--- src/tpss_pkg.sv ---
package tpss_pkg;

  // Field widths of the channels and the configuration port.
  localparam int RW_W       = 31;
  localparam int CS_W       = 18;
  localparam int CR_W       = 16;
  localparam int CI_W       = 10;
  localparam int PL_W       = 11;
  localparam int CFG_IDX_W  = 2;
  localparam int CFG_DATA_W = 16;

  // Default store depth and the widest length the divide-by-three supports.
  localparam int MAX_LENGTH_DEF = 1024;
  localparam int LEN3_W         = 17;
  localparam logic [LEN3_W-1:0] DIV3_MUL = 17'd43691;

  // Width of the iteration counter of the shared divider.
  localparam int DIV_CNT_W = $clog2(RW_W + 1);

  // Configuration register indexes.
  localparam logic [CFG_IDX_W-1:0] REG_POLY_LENGTH  = 2'd0;
  localparam logic [CFG_IDX_W-1:0] REG_MODULUS      = 2'd1;
  localparam logic [CFG_IDX_W-1:0] REG_FIRST_OFFSET = 2'd2;

  // Reset values of the configuration registers.
  localparam logic [PL_W-1:0] POLY_LENGTH_RST  = 11'd1024;
  localparam logic [CR_W-1:0] MODULUS_RST      = 16'd2;
  localparam logic [CR_W-1:0] FIRST_OFFSET_RST = 16'd0;

  // Two-bit coefficient codes held in the store.
  localparam logic [1:0] CODE_ZERO  = 2'd0;
  localparam logic [1:0] CODE_PLUS  = 2'd1;
  localparam logic [1:0] CODE_MINUS = 2'd3;

  // Commands from the controller to the datapath.
  typedef struct packed {
    logic take_word;
    logic set_len;
    logic sweep_from_pos;
    logic sweep_from_len;
    logic sweep_clear;
    logic sweep_finish;
    logic div_start_j;
    logic div_start_m;
    logic div_step;
    logic cap_ci;
    logic rd_j;
    logic write_j;
    logic clear_i;
    logic load_out;
    logic pos_advance;
  } tpss_cmd_t;

  // Status from the datapath to the controller.
  typedef struct packed {
    logic pos_ge_len;
    logic sweep_done;
    logic div_last;
    logic need_mod;
    logic fin;
    logic dirty_above_len;
    logic out_free;
  } tpss_sts_t;

  // Floor of x / 3 by a reciprocal multiply; exact for x below 2**17.
  function automatic logic [LEN3_W-1:0] div3(input logic [LEN3_W-1:0] x);
    logic [2*LEN3_W-1:0] p;
    p = x * DIV3_MUL;
    return p[2*LEN3_W-1:LEN3_W];
  endfunction

endpackage

--- src/tpss_ctrl.sv ---
module tpss_ctrl (
  input  logic                clk_i,
  input  logic                rst_ni,
  input  logic                in_valid_i,
  output logic                in_ready_o,
  input  tpss_pkg::tpss_sts_t sts_i,
  output tpss_pkg::tpss_cmd_t cmd_o
);

  localparam logic [3:0] S_SWEEP = 4'd0;
  localparam logic [3:0] S_IDLE  = 4'd1;
  localparam logic [3:0] S_CHK   = 4'd2;
  localparam logic [3:0] S_PREP  = 4'd3;
  localparam logic [3:0] S_DIV   = 4'd4;
  localparam logic [3:0] S_RDJ   = 4'd5;
  localparam logic [3:0] S_WRJ   = 4'd6;
  localparam logic [3:0] S_CLRI  = 4'd7;
  localparam logic [3:0] S_MOD   = 4'd8;
  localparam logic [3:0] S_OUT   = 4'd9;

  logic [3:0] state_q, state_d;
  logic       then_step_q, then_step_d;

  // Reset starts in the sweep so the whole store is cleared first.
  always_ff @(posedge clk_i or negedge rst_ni) begin
    if (!rst_ni) begin
      state_q     <= S_SWEEP;
      then_step_q <= 1'b0;
    end else begin
      state_q     <= state_d;
      then_step_q <= then_step_d;
    end
  end

  assign in_ready_o = (state_q == S_IDLE);

  // Next state and commands.
  always_comb begin
    state_d     = state_q;
    then_step_d = then_step_q;
    cmd_o       = '0;
    unique case (state_q)
      S_SWEEP: begin
        if (sts_i.sweep_done) begin
          cmd_o.sweep_finish = 1'b1;
          state_d = then_step_q ? S_PREP : S_IDLE;
        end else begin
          cmd_o.sweep_clear = 1'b1;
        end
      end
      S_IDLE: begin
        if (in_valid_i) begin
          cmd_o.take_word = 1'b1;
          state_d = S_CHK;
        end
      end
      S_CHK: begin
        cmd_o.set_len = 1'b1;
        if (sts_i.pos_ge_len) begin
          cmd_o.sweep_from_pos = 1'b1;
          then_step_d = 1'b1;
          state_d = S_SWEEP;
        end else begin
          state_d = S_PREP;
        end
      end
      S_PREP: begin
        cmd_o.div_start_j = 1'b1;
        state_d = S_DIV;
      end
      S_DIV: begin
        cmd_o.div_step = 1'b1;
        if (sts_i.div_last) begin
          cmd_o.cap_ci = 1'b1;
          state_d = S_RDJ;
        end
      end
      S_RDJ: begin
        cmd_o.rd_j = 1'b1;
        state_d = S_WRJ;
      end
      S_WRJ: begin
        cmd_o.write_j = 1'b1;
        state_d = S_CLRI;
      end
      S_CLRI: begin
        cmd_o.clear_i = 1'b1;
        if (sts_i.need_mod) begin
          cmd_o.div_start_m = 1'b1;
          state_d = S_MOD;
        end else begin
          state_d = S_OUT;
        end
      end
      S_MOD: begin
        cmd_o.div_step = 1'b1;
        if (sts_i.div_last) begin
          state_d = S_OUT;
        end
      end
      S_OUT: begin
        if (sts_i.out_free) begin
          cmd_o.load_out    = 1'b1;
          cmd_o.pos_advance = 1'b1;
          if (sts_i.fin && sts_i.dirty_above_len) begin
            cmd_o.sweep_from_len = 1'b1;
            then_step_d = 1'b0;
            state_d = S_SWEEP;
          end else begin
            state_d = S_IDLE;
          end
        end
      end
      default: begin
        state_d = S_IDLE;
      end
    endcase
  end

endmodule

--- config.mk ---
export PLATFORM = sky130hd
export DESIGN_NAME = tpss_ctrl
export DESIGN_NICKNAME = d
export VERILOG_FILES = /design/src/tpss_pkg.sv /design/src/tpss_ctrl.sv
export SDC_FILE = /design/constraint.sdc
export NUM_CORES = 1
export LEC_CHECK = 0
export BUFFER_PORTS_ARGS = -buffer_cell sky130_fd_sc_hd__buf_2
export CORE_MARGIN = 5
export CORE_UTILIZATION = 38
export CTS_CLUSTER_DIAMETER = 80
export DETAILED_ROUTE_END_ITERATION = 8
export PLACE_DENSITY = 0.71
export SLEW_MARGIN = 20
export SYNTH_ARGS = -nofsm -noshare
export SYNTH_HDL_FRONTEND = slang
export SYNTH_SLANG_ARGS = --single-unit
--- constraint.sdc ---
create_clock -name clk_i -period 1.14 [get_ports clk_i]
set_input_delay 0.228 -clock clk_i [delete_from_list [all_inputs] [get_ports clk_i]]
set_output_delay 0.228 -clock clk_i [all_outputs]
set_load 0.1 [all_outputs]
==> impl_metrics.csv, run 1 <==
group,metric,value,unit
outcome,status,"did not finish",
outcome,haltStage,"4_1_cts",
outcome,error,"[ERROR DPL-0033] detailed placement checks failed during check placement.",
clock_tree,holdBufCountCts,1,
logic_synthesis,yosysSeqAreaShare,24.9,%
logic_synthesis,synth-edff-count,0,
place,numPortBuffers,25,
logic_synthesis,syn_area,502,um2
logic_synthesis,async_flop_share,100,%
die,start_util,39.5,%
logic_synthesis,ys.flop_type,"dfrtp_1",
die,die_width,46.3,um
place,dpl.hpwl,1600,um
logic_synthesis,syn_area_per_cell,8.23,um2
die,dieHeight,46.3,um
die,std_cell_rows,13,
logic_synthesis,syn_nets,71,
logic_synthesis,synthCells,61,
clock_tree,cts-htree-levels,1,
clock_tree,clkSinkCount,5,
clock_tree,clockBufferDepth,2,
logic_synthesis,synth-seq-cells,5,
clock_tree,post_cts_resized,28,
die,ios,26,
logic_synthesis,synth.distinct_cells,29,
clock_tree,postCtsSetupBuffers,7,
logic_synthesis,ys_warn_count,0,
clock_tree,cts-root-buf,"clkbuf_4",
clock_tree,cts_buffers,3,
place,gp_congestion,0.842,
==> synthesized netlist by cell type (all sizes together), types with 2 or more instances <==
master / n / area [um2]
nand2b: 4 / 47.6
o21ai: 5 / 25.0
dfrtp: 5 / 125
nor3: 5 / 30.0
and3: 3 / 18.8
buf: 5 / 48.8
nor2: 10 / 37.5
a21oi: 2 / 10.0
nand2: 4 / 15.0
inv: 3 / 11.3
==> metrics by stage <==
step	setup WS, ns	instances	instance area [um2]	utilization, %
3_5_place_dp	-0.330	114	1080	85.2
3_3_place_gp	-0.277	114	1080	85.2
2_1_floorplan	-1.09	61	602	-
==> cell families after synthesis <==
group,after synthesis,share of synthesized area (%)
DFF,5,24.9
xor gates and xnor gates,1,1.75
AOI/OAI and AO/OA,13,16.7
buffers and inverters,8,12.0
muxes,1,2.00
and+or+nand+nor,33,42.6
==> inputs of run 2 (changes only) <==
CORE_AREA = 5 5 66 68   (was unset)
CORE_MARGIN = unset   (was 5)
CORE_UTILIZATION = unset   (was 38)
CTS_CLUSTER_DIAMETER = unset   (was 80)
DIE_AREA = 0 0 71 73   (was unset)
PLACE_DENSITY = unset   (was 0.71)
PLACE_DENSITY_LB_ADDON = 0.15   (was unset)
clock period = 1.5 ns   (was 1.14 ns; I/O delays follow)
==> run 2 against run 1 <==
Area after synthesis unchanged. Synthesized cell count unchanged. The flow now finishes, with violations (setup timing).
==> impl_metrics.csv, run 2 <==
group,metric,value,unit
layout,fill_cells,414,
die,die_width,71,um
layout,largest_reg_flops,4,
detailed_routing,wl,2050,um
detailed_routing,via_per_inst,4.01,
global_route,gr-usage-all-layers,8.29,%
layout,fin_area,1310,um2
detailed_routing,dr_total_vias,653,
sta,rsz0062_at_grt,"yes",
layout,top_regs,"state_q (4), then_step_q (1)",
outcome,violations,"setup timing",
die,dieHeight,73,um
setup_path,crit_chain,"buf_6 > nor4b_4 > buf_12",
sta,slew_headroom,80.8,%
hold_path,hp-start,"sts_i[0]",
logic_synthesis,synth.distinct_cells,29,
setup_path,cp_slowest_cell,"dfrtp_2",
sta,skew,0.00470,ns
layout,finalNonFillerCells,163,
global_route,grt_pass1_wl,3230,um
setup_path,r2r-end,"state_q[0]",
sta,tightest_slew,0.287,ns
sta,period_share,113,%
detailed_routing,drcViolationCount,0,
clock_tree,cts-htree-levels,1,
logic_synthesis,ys.flop_type,"dfrtp_1",
setup_path,worst_ep_required_time,1.20,ns
hold_path,hp-class,"primary input to flip-flop",
clock_tree,cts_buffers,3,
logic_synthesis,yosysSeqAreaShare,24.9,%
detailed_routing,routedWlPerCell,12.6,um
detailed_routing,drt_iter0_drc,11,
sta,setup_violations,16,
logic_synthesis,ys_warn_count,0,
logic_synthesis,synth-edff-count,0,
layout,drive_gt1_share,71.7,%
layout,final_nets,124,
sta,clock.fmax,0.590,GHz
logic_synthesis,yosys-top-cells-count,"nor2_1 (10), dfrtp_1 (5), nand2_1 (4), nor3_1 (4)",
setup_path,endpoint,"cmd_o[12]",
clock_tree,clkSinkCount,5,
setup_path,critPathCaptureType,"output pin",
logic_synthesis,yosysMostFrequentCell,"nor2_1",
logic_synthesis,syn_area,502,um2
sta,maxSlewViolCount,0,
logic_synthesis,synth_top_area_cell,"dfrtp_1",
logic_synthesis,synthCells,61,
logic_synthesis,synth_top_area_share,24.9,%
layout,final_cell_mix,"buf_12 (17), buf_4 (14), buf_6 (11)",
sta,fin_crit,1.70,ns
sta,worst_slack,-0.196,ns
die,start_util,13.2,%
global_route,grt_pass1_vias,696,
clock_tree,clockBufferDepth,2,
die,ios,26,
outcome,status,"complete, but fails checks",
logic_synthesis,syn_area_per_cell,8.23,um2
global_route,grt_max_degree,8,
place,dpl.hpwl,1510,um
clock_tree,clk_latency,0.23,ns
logic_synthesis,syn_nets,71,
setup_path,worstRegToRegCells,5,
setup_path,path_depth,3,
clock_tree,cts_tree,"yes",
setup_path,cp_top_family,"flip-flops",
clock_tree,clk_pin_slew,0.04,ns
run,maxCapViolations,0,
clock_tree,cts-root-buf,"clkbuf_8",
setup_path,critPathMaxStageDelay,0.47,ns
setup_path,criticalPathCategory,"flip-flop to output pin",
detailed_routing,drt_pass1_iterations,5,
sta,hold_viol,0,
setup_path,ff2ff_setup_slack,0.11,ns
die,core,3800,um2
place,gp_congestion,0.853,
global_route,grt.overflow.total,0,
die,std_cell_rows,23,
place,dp_cells,150,
layout,area_growth_syn_to_layout,162,%
sta,hold_slack,0.410,ns
logic_synthesis,synthTopCellsByArea,"dfrtp_1 (25%), nand2b_4 (8.2%), nor2_1 (7.5%)",
die,dieArea,5180,um2
layout,final_util,34.6,%
setup_path,crit_path_max_fanout,7,
layout,layout_commonest_cell,"buf_12",
setup_path,r2r_start,"state_q[0]",
logic_synthesis,async_flop_share,100,%
setup_path,cp-start-kind,"flip-flop",
place,numPortBuffers,25,
logic_synthesis,synth-seq-cells,5,
layout,diodes,0,
detailed_routing,postRouteAntennaNets,0,
setup_path,path_buf_inv,2,
layout,regMostFlops,"state_q",
global_route,grt_antenna_before_repair,0,
place,place_area,1110,um2
setup_path,critPathLaunch,"state_q[3]",
setup_path,cp_data_arrival_time,1.40,ns
## run 2: worst min-delay path by stage
stage	to	slack, ns	cells past startpoint
4_1_cts	state_q[3]	0.41	3
3_3_place_gp	then_step_q	0.13	1
2_1_floorplan	state_q[0]	0.004	0
3_5_place_dp	state_q[3]	0.13	1
5_1_grt	state_q[3]	0.40	3
6_report	state_q[3]	0.41	3
## run 2: cell type report
type / instances / area [um2] / share of cell area, %
clock buffer: 3 / 41.3 / 3.15
clock inverter: 1 / 5.00 / 0.381
inverter: 3 / 11.3 / 0.858
multi-input combinational: 48 / 435 / 33.2
sequential: 5 / 129 / 9.82
tap: 50 / 62.6 / 4.77
timing repair buffer: 53 / 628 / 47.9
## run 2: stage by stage
step	setup slack, ns	TNS (ns)
floorplan	-0.807	-5.97
global placement	-0.0186	-0.0332
detailed placement	-0.0169	-0.0169
CTS	-0.198	-2.49
global route	-0.252	-3.13
finish	-0.196	-2.22
## run 2: cell families after synthesis
group	share of synthesized area [%]
AOI/OAI and AO/OA	16.7
xor gates and xnor gates	1.75
buffers and inverters	12.0
DFF	24.9
muxes	2.00
and+or+nand+nor	42.6
## run 2: what timing repair did
action                                  CTS  global route
pin swaps                                 7             5
hold buffers                              1             0
endpoints found under the setup margin   16            16
buffers inserted                          4             4
endpoints found under the hold margin     5             0
gates resized for setup                  11            10
## run 2: worst reg2reg max path, cell delays in order, from the launching register on
cell and delay [ns]:
dfrtp_2 0.45, buf_1 0.15, or3_1 0.37, o21ai_1 0.09, a32oi_1 0.12, o21ai_1 0.13
## run 2: layer usage
metal  routed length, um  GRT usage (%)  vias to the layer above
met2                1020           13.8                       21
met5                   0              0                        -
met1                 893           9.24                      309
met3                 133           3.86                        2
li1                    -              -                      321
met4                   8           3.13                        0
Power of run 2 is not shown: default switching activity piles up to over one toggle a cycle in this logic, so the estimate is an artifact.
